===== src/hdl/assert_macros.svh =====
// ----------------------------------------------------------------------------
// Assertion macros
// Shared concurrent assertion helpers, clocked on clk and disabled in reset.
// ----------------------------------------------------------------------------
`ifndef ASSERT_MACROS_SVH
`define ASSERT_MACROS_SVH
`ifndef SYNTHESIS
`define ASSERT_IMPLY(lbl, ante, cons, msg) \
  lbl: assert property (@(posedge clk) disable iff (!rst_n) (ante) |-> (cons)) \
    else $error(msg);
`define ASSERT_NEVER(lbl, cond, msg) \
  lbl: assert property (@(posedge clk) disable iff (!rst_n) !(cond)) \
    else $error(msg);
`else
`define ASSERT_IMPLY(lbl, ante, cons, msg)
`define ASSERT_NEVER(lbl, cond, msg)
`endif
`endif


===== src/hdl/tpm_pkg.sv =====
// ----------------------------------------------------------------------------
// Tilt plate motor package
// Word types, CORDIC and divider cell types and fixed constants.
// ----------------------------------------------------------------------------
`timescale 1ns / 1ps

package tpm_pkg;

  localparam int REM_W = 57;
  localparam int DEN_W = 32;
  localparam int QUO_W = 25;

  localparam logic [1:0] CFG_MAX_TILT = 2'd0;
  localparam logic [1:0] CFG_INVERT_X = 2'd1;
  localparam logic [1:0] CFG_INVERT_Y = 2'd2;

  localparam logic [14:0] TILT_LIMIT_CAP = 15'd21760;
  localparam logic [14:0] MAX_TILT_RESET = 15'd7680;
  localparam logic signed [31:0] CORDIC_KINV = 32'sd652032874;

  localparam logic signed [31:0] ATAN_TAB [0:23] = '{
    32'sh20000000, 32'sh12E4051E, 32'sh09FB385B, 32'sh051111D4,
    32'sh028B0D43, 32'sh0145D7E1, 32'sh00A2F61E, 32'sh00517C55,
    32'sh0028BE53, 32'sh00145F2F, 32'sh000A2F98, 32'sh000517CC,
    32'sh00028BE6, 32'sh000145F3, 32'sh0000A2FA, 32'sh0000517D,
    32'sh000028BE, 32'sh0000145F, 32'sh00000A30, 32'sh00000518,
    32'sh0000028C, 32'sh00000146, 32'sh000000A3, 32'sh00000051
  };

  typedef struct packed {
    logic        [15:0] azimuth;
    logic signed [15:0] tilt;
    logic signed [23:0] azimuth_rate;
    logic signed [23:0] tilt_rate;
  } in_word_t;

  typedef struct packed {
    logic signed [15:0] x_angle;
    logic signed [15:0] y_angle;
    logic signed [23:0] x_rate;
    logic signed [23:0] y_rate;
    logic               status;
  } out_word_t;

  typedef struct packed {
    logic signed [33:0] x;
    logic signed [33:0] y;
    logic signed [31:0] z;
  } cordic_t;

  typedef struct packed {
    logic             neg;
    logic             ovf;
    logic [REM_W-1:0] rem;
    logic [DEN_W-1:0] den;
    logic [QUO_W-1:0] quo;
  } div_t;

endpackage


===== src/hdl/tpm_div_cell.sv =====
// ----------------------------------------------------------------------------
// Divider cell
// One registered restoring-division step producing one quotient bit.
// ----------------------------------------------------------------------------
`timescale 1ns / 1ps

module tpm_div_cell #(
  parameter int BIT = 0
) (
  input  logic          clk,
  input  tpm_pkg::div_t cell_in,
  output tpm_pkg::div_t cell_out
);

  tpm_pkg::div_t             cell_r;
  logic [tpm_pkg::REM_W-1:0] trial;
  logic                      fit;

  assign trial = tpm_pkg::REM_W'(cell_in.den) << BIT;
  assign fit   = cell_in.rem >= trial;

  always_ff @(posedge clk) begin
    cell_r.neg <= cell_in.neg;
    cell_r.ovf <= cell_in.ovf;
    cell_r.den <= cell_in.den;
    cell_r.rem <= fit ? cell_in.rem - trial : cell_in.rem;
    cell_r.quo <= fit ? cell_in.quo | (tpm_pkg::QUO_W'(1) << BIT) : cell_in.quo;
  end

  assign cell_out = cell_r;

endmodule


===== config.mk =====
export PLATFORM = sky130hd
export DESIGN_NAME = tpm_div_cell
export DESIGN_NICKNAME = d
export VERILOG_FILES = /design/src/hdl/assert_macros.svh /design/src/hdl/tpm_pkg.sv /design/src/hdl/tpm_div_cell.sv
export SDC_FILE = /design/constraint.sdc
export NUM_CORES = 1
export LEC_CHECK = 0
export ABC_AREA = 1
export ABC_CLOCK_PERIOD_IN_PS = 5500
export BUFFER_PORTS_ARGS = -buffer_cell sky130_fd_sc_hd__buf_2
export CAP_MARGIN = 20
export CORE_MARGIN = 5
export CORE_UTILIZATION = 50
export DETAILED_ROUTE_END_ITERATION = 8
export PLACE_DENSITY_LB_ADDON = 0.05
export SYNTH_ARGS = -nofsm -noshare
export SYNTH_HDL_FRONTEND = slang
export SYNTH_SLANG_ARGS = --single-unit

===== constraint.sdc =====
create_clock -name clk -period 5.5 [get_ports clk]
set_input_delay 0.825 -clock clk [delete_from_list [all_inputs] [get_ports clk]]
set_output_delay 0.825 -clock clk [all_outputs]
set_load 0.1 [all_outputs]

==> impl_metrics.tcl <==
set metrics [dict create \
    status "completed" \
    port_buffers 232 \
    yosysMostFrequentCell "nand2_1" \
    largest_reg_flops 116 \
    post_cts_buffers 0 \
    drt-pass1-iter-count 7 \
    cts_sinks 116 \
    post_cts_resized 0 \
    setup_viol 0 \
    gp_congestion 0.989 \
    start_util 0.508 \
    yosysTopAreaCellShare 0.329 \
    synthCells 1169 \
    die-width_um 129 \
    p_per_area_mw_per_mm2 372 \
    worst_slack_ns 2.03 \
    timing.fmax_mhz 288 \
    yosys-top-cells-area "dfxtp_1, nand2_1, inv_1, ha_1, nor2_1" \
    syn_avg_cell_area_um2 6.04 \
    ir_drop_mv 0.281 \
    maxCapViolations 0 \
    crit_type "primary input to register" \
    clock_power_share 0.368 \
    cts_buffers 17 \
    num_rows 43 \
    synth_top_area_cell "dfxtp_1" \
    h-tree-depth 4 \
    grt_pass1_wl_um 36100 \
    synth_edf_count 0 \
    power.leakage_nw 5.34 \
    syn_nets 1319 \
    cts-root-buf "clkbuf_16" \
    place_hpwl_um 19100 \
    drive_above_1_share 0.214 \
    fillers 1347 \
    grt.overflow.total 0 \
    synthArstFlopShare 0 \
    chipHeight_um 129 \
    drc 0 \
    p_sw_frac 0.419 \
    rsz0062_at_grt "no" \
    grt_max_degree 48 \
    ys_seq_elements 116 \
    fin_crit_sh 0.630 \
    worst_setup_path_start_kind "primary input" \
    fin_crit_ns 3.47 \
    hold_class "primary input to register" \
    yosysSeqAreaShare 0.329 \
    grt_pass1_vias 7322 \
    nets 1560 \
    insertedDiodeCount 0 \
    wl_um 23500 \
    clockBufferDepth 2 \
    num_vias 7731 \
    hold_viol 0 \
    drtIter0Drc 565 \
    pwr-share-seq 0.282 \
    ios 233 \
    place_ws_ns 1.66 \
    wl_per_cell_um 14.7 \
    antenna_found_initial 0 \
    area_growth_pct 27.9 \
    ant_nets 0 \
    endpoint_kind "register" \
    worstPathMaxFanout 47 \
    yosys-top-cells-count "nand2_1, inv_1, dfxtp_1" \
    die-area_mm2 0.0166 \
    intPower_mw 1.95 \
    tightest_slew_ns 1.06 \
    worstPathArrival_ns 3.83 \
    tns_ns 0 \
    synthDistinctLibCells 28 \
    max_slew_margin 0.292 \
    ctsHoldBuffers 0 \
    track_usage 0.278 \
    coreArea_mm2 0.0139 \
    drv_slew 0 \
    ys.warnings.count 0 \
    cts_tree "done" \
    viasPerCell 4.82 \
    p_comb_frac 0.350 \
    clk_pin_slew_ns 0.05 \
    synth_ff_type "dfxtp_1" \
    netlist_area_mm2 0.00706 \
    cp.required_ns 5.86 \
    power_switching_mw 1.40 \
]
-- power by group through the flow --
stage | Sequential (mW) | Clock [mW] | Combinational, mW
floorplan | 1.59 | 0 | 0.298
global placement | 0.962 | 0 | 1.16
detailed placement | 0.964 | 0 | 1.16
CTS | 0.948 | 1.25 | 1.17
global route | 0.955 | 1.29 | 1.24
finish | 0.946 | 1.24 | 1.17
-- final timing paths --
check / slack (ns) / from / end / cells past startpoint
min: 0.50 / cell_in[24] / cell_out[24] / 1
max: 2.03 / cell_in[33] / cell_out[82] / 16
-- logic make-up after synthesis --
kind of cell	after synthesis	synth area share
buf+inv	264	0.146
xor+xnor	23	0.0286
flops	116	0.329
simple gates	687	0.395
compound gates	46	0.0424
fa+ha+maj	33	0.0596
-- layout make-up --
| type | instances | area (um^2) | share of cell area |
|---|---|---|---|
| multi-input cells | 789 | 3700 | 0.411 |
| clock inverters | 14 | 225 | 0.0250 |
| repair buffers | 232 | 1160 | 0.129 |
| flip-flops and latches | 116 | 2320 | 0.257 |
| well taps | 180 | 225 | 0.0250 |
| inverters | 254 | 953 | 0.106 |
| clock buffers | 18 | 429 | 0.0476 |
-- metrics by stage --
| stage | hold slack [ns] | utilization | cells | instance area (um^2) | total power [mW] |
|---|---|---|---|---|---|
| 6_report | 0.495 | 0.650 | 1603 | 9020 | 3.35 |
| 5_1_grt | 0.481 | 0.650 | 1603 | 9020 | 3.48 |
| 4_1_cts | 0.489 | 0.650 | 1603 | 9020 | 3.37 |
| 3_5_place_dp | 0.929 | 0.603 | 1571 | 8370 | 2.13 |
| 3_3_place_gp | 0.927 | 0.603 | 1571 | 8370 | 2.12 |
| 2_1_floorplan | 0.853 | - | 1169 | 7060 | 1.89 |
-- worst max-delay path, cell delays in order --
cell and delay (ns):
buf_2 0.08, inv_1 0.04, ha_1 0.34, nand2_1 0.15, inv_1 0.05, nand2_1 0.06, nand2_1 0.09, inv_2 0.07
nand3_2 0.15, nand2_1 0.13, nand3_1 0.15, nand2_1 0.14, nand2_4 0.33, inv_2 0.92, nand2_1 0.14, nand2_1 0.12
-- cell usage in the layout (no fill, tap or decap), types with 2 or more instances in the layout --
cell	count
nand2_1	475
inv_1	246
buf_2	232
dfxtp_1	116
nor2_1	104
nand3_1	66
ha_1	32
xor2_1	23
a21oi_1	21
a21oi_2	17
clkbuf_16	17
nand4_1	16
inv_2	8
nor3_1	6
o21ai_0	6
nor2_2	5
bufinv_16	5
or2_2	3
nand2_2	3
nor2_4	3
clkinv_4	3
and2_1	2
clkinvlp_4	2
inv_6	2
-- layer usage --
layer | track usage | routed length, um | vias up
li1 | - | - | 3949
met1 | 0.365 | 10300 | 3427
met2 | 0.451 | 10400 | 326
met3 | 0.0756 | 2410 | 29
met4 | 0.0784 | 450 | 0
met5 | 0 | 0 | -
No activity file was read; power rests on OpenSTA's default activity.
