**src/hdl/assert_macros.svh**
```systemverilog
// ----------------------------------------------------------------------------
// Assertion macros
// Shared concurrent assertion helpers, clocked on clk and disabled in reset.
// ----------------------------------------------------------------------------
`ifndef ASSERT_MACROS_SVH
`define ASSERT_MACROS_SVH
`ifndef SYNTHESIS
`define ASSERT_IMPLY(lbl, ante, cons, msg) \
  lbl: assert property (@(posedge clk) disable iff (!rst_n) (ante) |-> (cons)) \
    else $error(msg);
`define ASSERT_NEVER(lbl, cond, msg) \
  lbl: assert property (@(posedge clk) disable iff (!rst_n) !(cond)) \
    else $error(msg);
`else
`define ASSERT_IMPLY(lbl, ante, cons, msg)
`define ASSERT_NEVER(lbl, cond, msg)
`endif
`endif

```
**src/hdl/tpm_pkg.sv**
```systemverilog
// ----------------------------------------------------------------------------
// Tilt plate motor package
// Word types, CORDIC and divider cell types and fixed constants.
// ----------------------------------------------------------------------------
`timescale 1ns / 1ps

package tpm_pkg;

  localparam int REM_W = 57;
  localparam int DEN_W = 32;
  localparam int QUO_W = 25;

  localparam logic [1:0] CFG_MAX_TILT = 2'd0;
  localparam logic [1:0] CFG_INVERT_X = 2'd1;
  localparam logic [1:0] CFG_INVERT_Y = 2'd2;

  localparam logic [14:0] TILT_LIMIT_CAP = 15'd21760;
  localparam logic [14:0] MAX_TILT_RESET = 15'd7680;
  localparam logic signed [31:0] CORDIC_KINV = 32'sd652032874;

  localparam logic signed [31:0] ATAN_TAB [0:23] = '{
    32'sh20000000, 32'sh12E4051E, 32'sh09FB385B, 32'sh051111D4,
    32'sh028B0D43, 32'sh0145D7E1, 32'sh00A2F61E, 32'sh00517C55,
    32'sh0028BE53, 32'sh00145F2F, 32'sh000A2F98, 32'sh000517CC,
    32'sh00028BE6, 32'sh000145F3, 32'sh0000A2FA, 32'sh0000517D,
    32'sh000028BE, 32'sh0000145F, 32'sh00000A30, 32'sh00000518,
    32'sh0000028C, 32'sh00000146, 32'sh000000A3, 32'sh00000051
  };

  typedef struct packed {
    logic        [15:0] azimuth;
    logic signed [15:0] tilt;
    logic signed [23:0] azimuth_rate;
    logic signed [23:0] tilt_rate;
  } in_word_t;

  typedef struct packed {
    logic signed [15:0] x_angle;
    logic signed [15:0] y_angle;
    logic signed [23:0] x_rate;
    logic signed [23:0] y_rate;
    logic               status;
  } out_word_t;

  typedef struct packed {
    logic signed [33:0] x;
    logic signed [33:0] y;
    logic signed [31:0] z;
  } cordic_t;

  typedef struct packed {
    logic             neg;
    logic             ovf;
    logic [REM_W-1:0] rem;
    logic [DEN_W-1:0] den;
    logic [QUO_W-1:0] quo;
  } div_t;

endpackage

```
**src/hdl/tpm_cordic_cell.sv**
```systemverilog
// ----------------------------------------------------------------------------
// CORDIC cell
// One registered micro-rotation, in rotation or vectoring mode.
// ----------------------------------------------------------------------------
`timescale 1ns / 1ps

module tpm_cordic_cell #(
  parameter int STEP      = 0,
  parameter bit VECTORING = 1'b0
) (
  input  logic            clk,
  input  tpm_pkg::cordic_t cell_in,
  output tpm_pkg::cordic_t cell_out
);

  tpm_pkg::cordic_t   cell_r;
  logic signed [33:0] xs;
  logic signed [33:0] ys;
  logic signed [31:0] ang;
  logic               plus;

  assign xs  = cell_in.x >>> STEP;
  assign ys  = cell_in.y >>> STEP;
  assign ang = tpm_pkg::ATAN_TAB[STEP];

  // Vectoring drives y toward zero; rotation drives z toward zero.
  assign plus = VECTORING ? (cell_in.y <= 34'sd0) : (cell_in.z >= 32'sd0);

  always_ff @(posedge clk) begin
    if (plus) begin
      cell_r.x <= cell_in.x - ys;
      cell_r.y <= cell_in.y + xs;
      cell_r.z <= cell_in.z - ang;
    end else begin
      cell_r.x <= cell_in.x + ys;
      cell_r.y <= cell_in.y - xs;
      cell_r.z <= cell_in.z + ang;
    end
  end

  assign cell_out = cell_r;

endmodule

```
**config.mk**
```make
export PLATFORM = sky130hd
export DESIGN_NAME = tpm_cordic_cell
export DESIGN_NICKNAME = d
export VERILOG_FILES = /design/src/hdl/assert_macros.svh /design/src/hdl/tpm_pkg.sv /design/src/hdl/tpm_cordic_cell.sv
export SDC_FILE = /design/constraint.sdc
export NUM_CORES = 1
export LEC_CHECK = 0
export ABC_AREA = 1
export BUFFER_PORTS_ARGS = -buffer_cell sky130_fd_sc_hd__buf_2
export CORE_UTILIZATION = 30
export CTS_BUF_LIST = sky130_fd_sc_hd__clkbuf_4
export DETAILED_ROUTE_END_ITERATION = 6
export GPL_TIMING_DRIVEN = 0
export PLACE_DENSITY_LB_ADDON = 0.25
export SLEW_MARGIN = 10
export SYNTH_ARGS = -nofsm -noshare
export SYNTH_HDL_FRONTEND = slang
export SYNTH_SLANG_ARGS = --single-unit
```
**constraint.sdc**
```tcl
create_clock -name clk -period 1.71 [get_ports clk]
set_input_delay 0.0855 -clock clk [delete_from_list [all_inputs] [get_ports clk]]
set_output_delay 0.0855 -clock clk [all_outputs]
set_load 0.01 [all_outputs]
```
==> results.json <==
{
  "grt.overflow.total": 0,
  "path_class": "in -> reg",
  "fmax_mhz": 614.5,
  "rsz0062_at_grt": "true",
  "cp-end-kind": "flip-flop",
  "cts_tree": "yes",
  "drive_gt1_share_pct": 17.62,
  "drc": 0,
  "timing.final.crit_share_pct": 95.16,
  "grt_pass1_wl_um": 56700,
  "post-place-ws_ps": -603.6,
  "htreeDepth": 3,
  "core_area_um2": 29870,
  "totalWireLength_um": 38210,
  "place_inst": 2123,
  "synth-seq-cells": 99,
  "final-setup-viol-count": 0,
  "syn-cell-area_um2": 9176,
  "ys_warn_count": 0,
  "fp.dieH_um": 176.9,
  "syn_avg_cell_area_um2": 5.982,
  "ys_types": 34,
  "port_buffers": 199,
  "hold_path.class": "in -> reg",
  "worstPathArrival_ps": 2070,
  "cp_max_fo": 5,
  "area_growth_pct": 24.84,
  "worstPathRequired_ps": 2160,
  "synth_ff_type": "dfxtp_1",
  "synth_edf_count": 0,
  "cts_sinks": 99,
  "fp.dieW_um": 176.9,
  "gp_congestion": 0.9392,
  "postSynthCellCount": 1534,
  "ctsRootBufferMaster": "clkbuf_4",
  "max_cap_viol_count": 0,
  "tightest_slew_ps": 1125,
  "post-route-min-period_ps": 1627,
  "ant_nets": 0,
  "endpoint": "cell_out[92]$_DFF_P_",
  "clkTransAtPathRegs_ps": 200,
  "yosysTopAreaCell": "dfxtp_1",
  "outcome": "completed",
  "grt_pass1_vias": 10220,
  "stdcell_count": 2189,
  "rows": 63,
  "dr.first_iter.drc_count": 790,
  "antenna_found_initial": 4,
  "syn_nets": 1739,
  "wl_per_cell_um": 17.46,
  "vdd_drop_max_mv": 0.3032,
  "maxSlewHeadroom_pct": 25.00,
  "hold_viol": 0,
  "dpl.hpwl_um": 31390,
  "drv_slew": 0,
  "setup_ws_ps": 82.73,
  "start_util_pct": 30.72,
  "crit_start": "cell_in[32]",
  "yosysSeqAreaShare_pct": 21.60,
  "cts_buffers": 9,
  "grt_usage_pct": 24.38,
  "p_per_area_nw_per_um2": 667.4,
  "routed_via_density": 4.913,
  "leakagePower_nw": 6.157,
  "nets": 1994,
  "clk_path_buf_depth": 2,
  "fill_cells": 3361,
  "synth_top_cell_area_share_pct": 21.60,
  "largest_reg_flops": 99,
  "synthArstFlopShare_pct": 0,
  "start_kind": "input port",
  "drt_first_pass_iters": 6,
  "io_pins": 201,
  "grt_max_degree": 17,
  "synthTopCellsByArea": "dfxtp_1 (22%), nand2_1 (18%), ha_1 (14%), inv_1 (9.7%), nand3_1 (8.4%)",
  "die-area_um2": 31290,
  "dr_total_vias": 10750
}
==> per-layer routing <==
| metal | wire length (um) | up-vias | GRT usage [%] | share of wire, % |
|---|---|---|---|---|
| li1 | - | 5374 | - | - |
| met1 | 17190 | 4953 | 32.72 | 45 |
| met2 | 17300 | 360 | 39.85 | 45 |
| met3 | 2600 | 65 | 3.136 | 6.8 |
| met4 | 1118 | 2 | 8.477 | 2.9 |
| met5 | 8 | - | 0 | 0.021 |
==> where the power goes <==
group          leakage (nW)  total (mW)  internal (mW)  switching (mW)
combinational          5.27        3.67           1.25            2.42
sequential            0.835        2.71           2.64          0.0744
clock                0.0559        1.26          0.289           0.971
==> what timing repair did <==
item	4_1_cts	5_1_grt
pin swaps	0	2
buffers inserted	0	7
hold buffers	39	0
endpoints found under the hold margin	37	0
setup endpoints to repair	4	36
gates resized for setup	2	76
==> cell usage in the layout, fill, tap and decap left out, types with 4 or more instances in the layout <==
cell	synthesis	final
a21oi_2	0	16
nor2_2	0	9
clkinvlp_4	0	8
nand3_2	1	4
dlygate4sd3_1	0	38
nand2_2	1	6
clkbuf_1	15	15
nor3_1	16	11
ha_1	100	99
o21ai_0	90	80
nor4_2	1	4
buf_2	20	213
dfxtp_1	99	99
nand3_1	154	151
diode_2	0	6
nand4_1	11	11
nor2_1	130	120
buf_4	9	15
xor2_1	28	28
clkbuf_4	0	15
a21oi_1	125	109
inv_1	237	229
o21bai_1	13	13
nand2_1	447	442
nor3_2	0	5
o21a_1	5	5
o21ai_2	0	7
o21ai_1	3	6
==> layout make-up <==
class | count | area (um2) | area share [%]
diodes | 6 | 15.01 | 0.1311
plain buffers | 45 | 246.5 | 2.152
clock buffers | 9 | 67.56 | 0.5898
clock inverters | 6 | 41.29 | 0.3604
inverters | 238 | 915.9 | 7.995
multi-input cells | 1152 | 6271 | 54.74
flip-flops and latches | 99 | 1982 | 17.30
well taps | 390 | 488.0 | 4.259
repair buffers | 244 | 1429 | 12.47
==> cell families after synthesis <==
kind of cell | after synthesis | share of synthesized area [%]
AOI/OAI and AO/OA | 248 | 14.28
DFF | 99 | 21.60
adders and majority gates | 104 | 14.51
xor gates and xnor gates | 28 | 2.673
buffers and inverters | 283 | 12.22
and+or+nand+nor | 772 | 34.73
==> synthesized netlist by cell type, drive strengths merged, types with 4 or more instances <==
cell / n
xor2: 28
clkbuf: 15
o21bai: 13
fa: 4
o21a: 5
buf: 30
nand2: 448
ha: 100
o21ai: 93
nand4: 11
inv: 238
nor2: 130
nor3: 16
nand3: 155
dfxtp: 99
nor4: 4
a21oi: 125
==> per-stage QoR <==
step	util, %	TNS [ps]	power (mW)	hold slack (ps)	area, um2
2_1_floorplan	-	0	4.861	113.2	9176
3_3_place_gp	35.68	-26990	6.167	188.2	10660
3_5_place_dp	35.68	-26710	6.179	189.1	10660
4_1_cts	37.38	0	7.558	74.89	11170
5_1_grt	38.32	-2.371	8.243	55.05	11450
6_report	38.35	0	7.646	11.91	11460
==> how the worst min path moves through the flow <==
stage	from	to	slack [ps]	cells after the start
after floorplan	cell_in[0]	cell_out[0]$_DFF_P_	110	0
after global placement	cell_in[20]	cell_out[20]$_DFF_P_	190	1
after detailed placement	cell_in[19]	cell_out[19]$_DFF_P_	190	1
after CTS	cell_in[72]	cell_out[38]$_DFF_P_	70	5
after global routing	cell_in[67]	cell_out[67]$_DFF_P_	60	4
final	cell_in[67]	cell_out[67]$_DFF_P_	10	4
==> worst max-delay path, cell delays in order <==
cell and delay [ps]:
buf_2 120, ha_1 280, fa_1 430, nand2_1 120, nand3_2 110, nand3_1 90, nand2_1 110, nand2_1 80
nand2_1 140, nand2_1 120, nand4_1 160, nand3_1 130, nand2_1 90
Power figures use the tool's default switching activity.
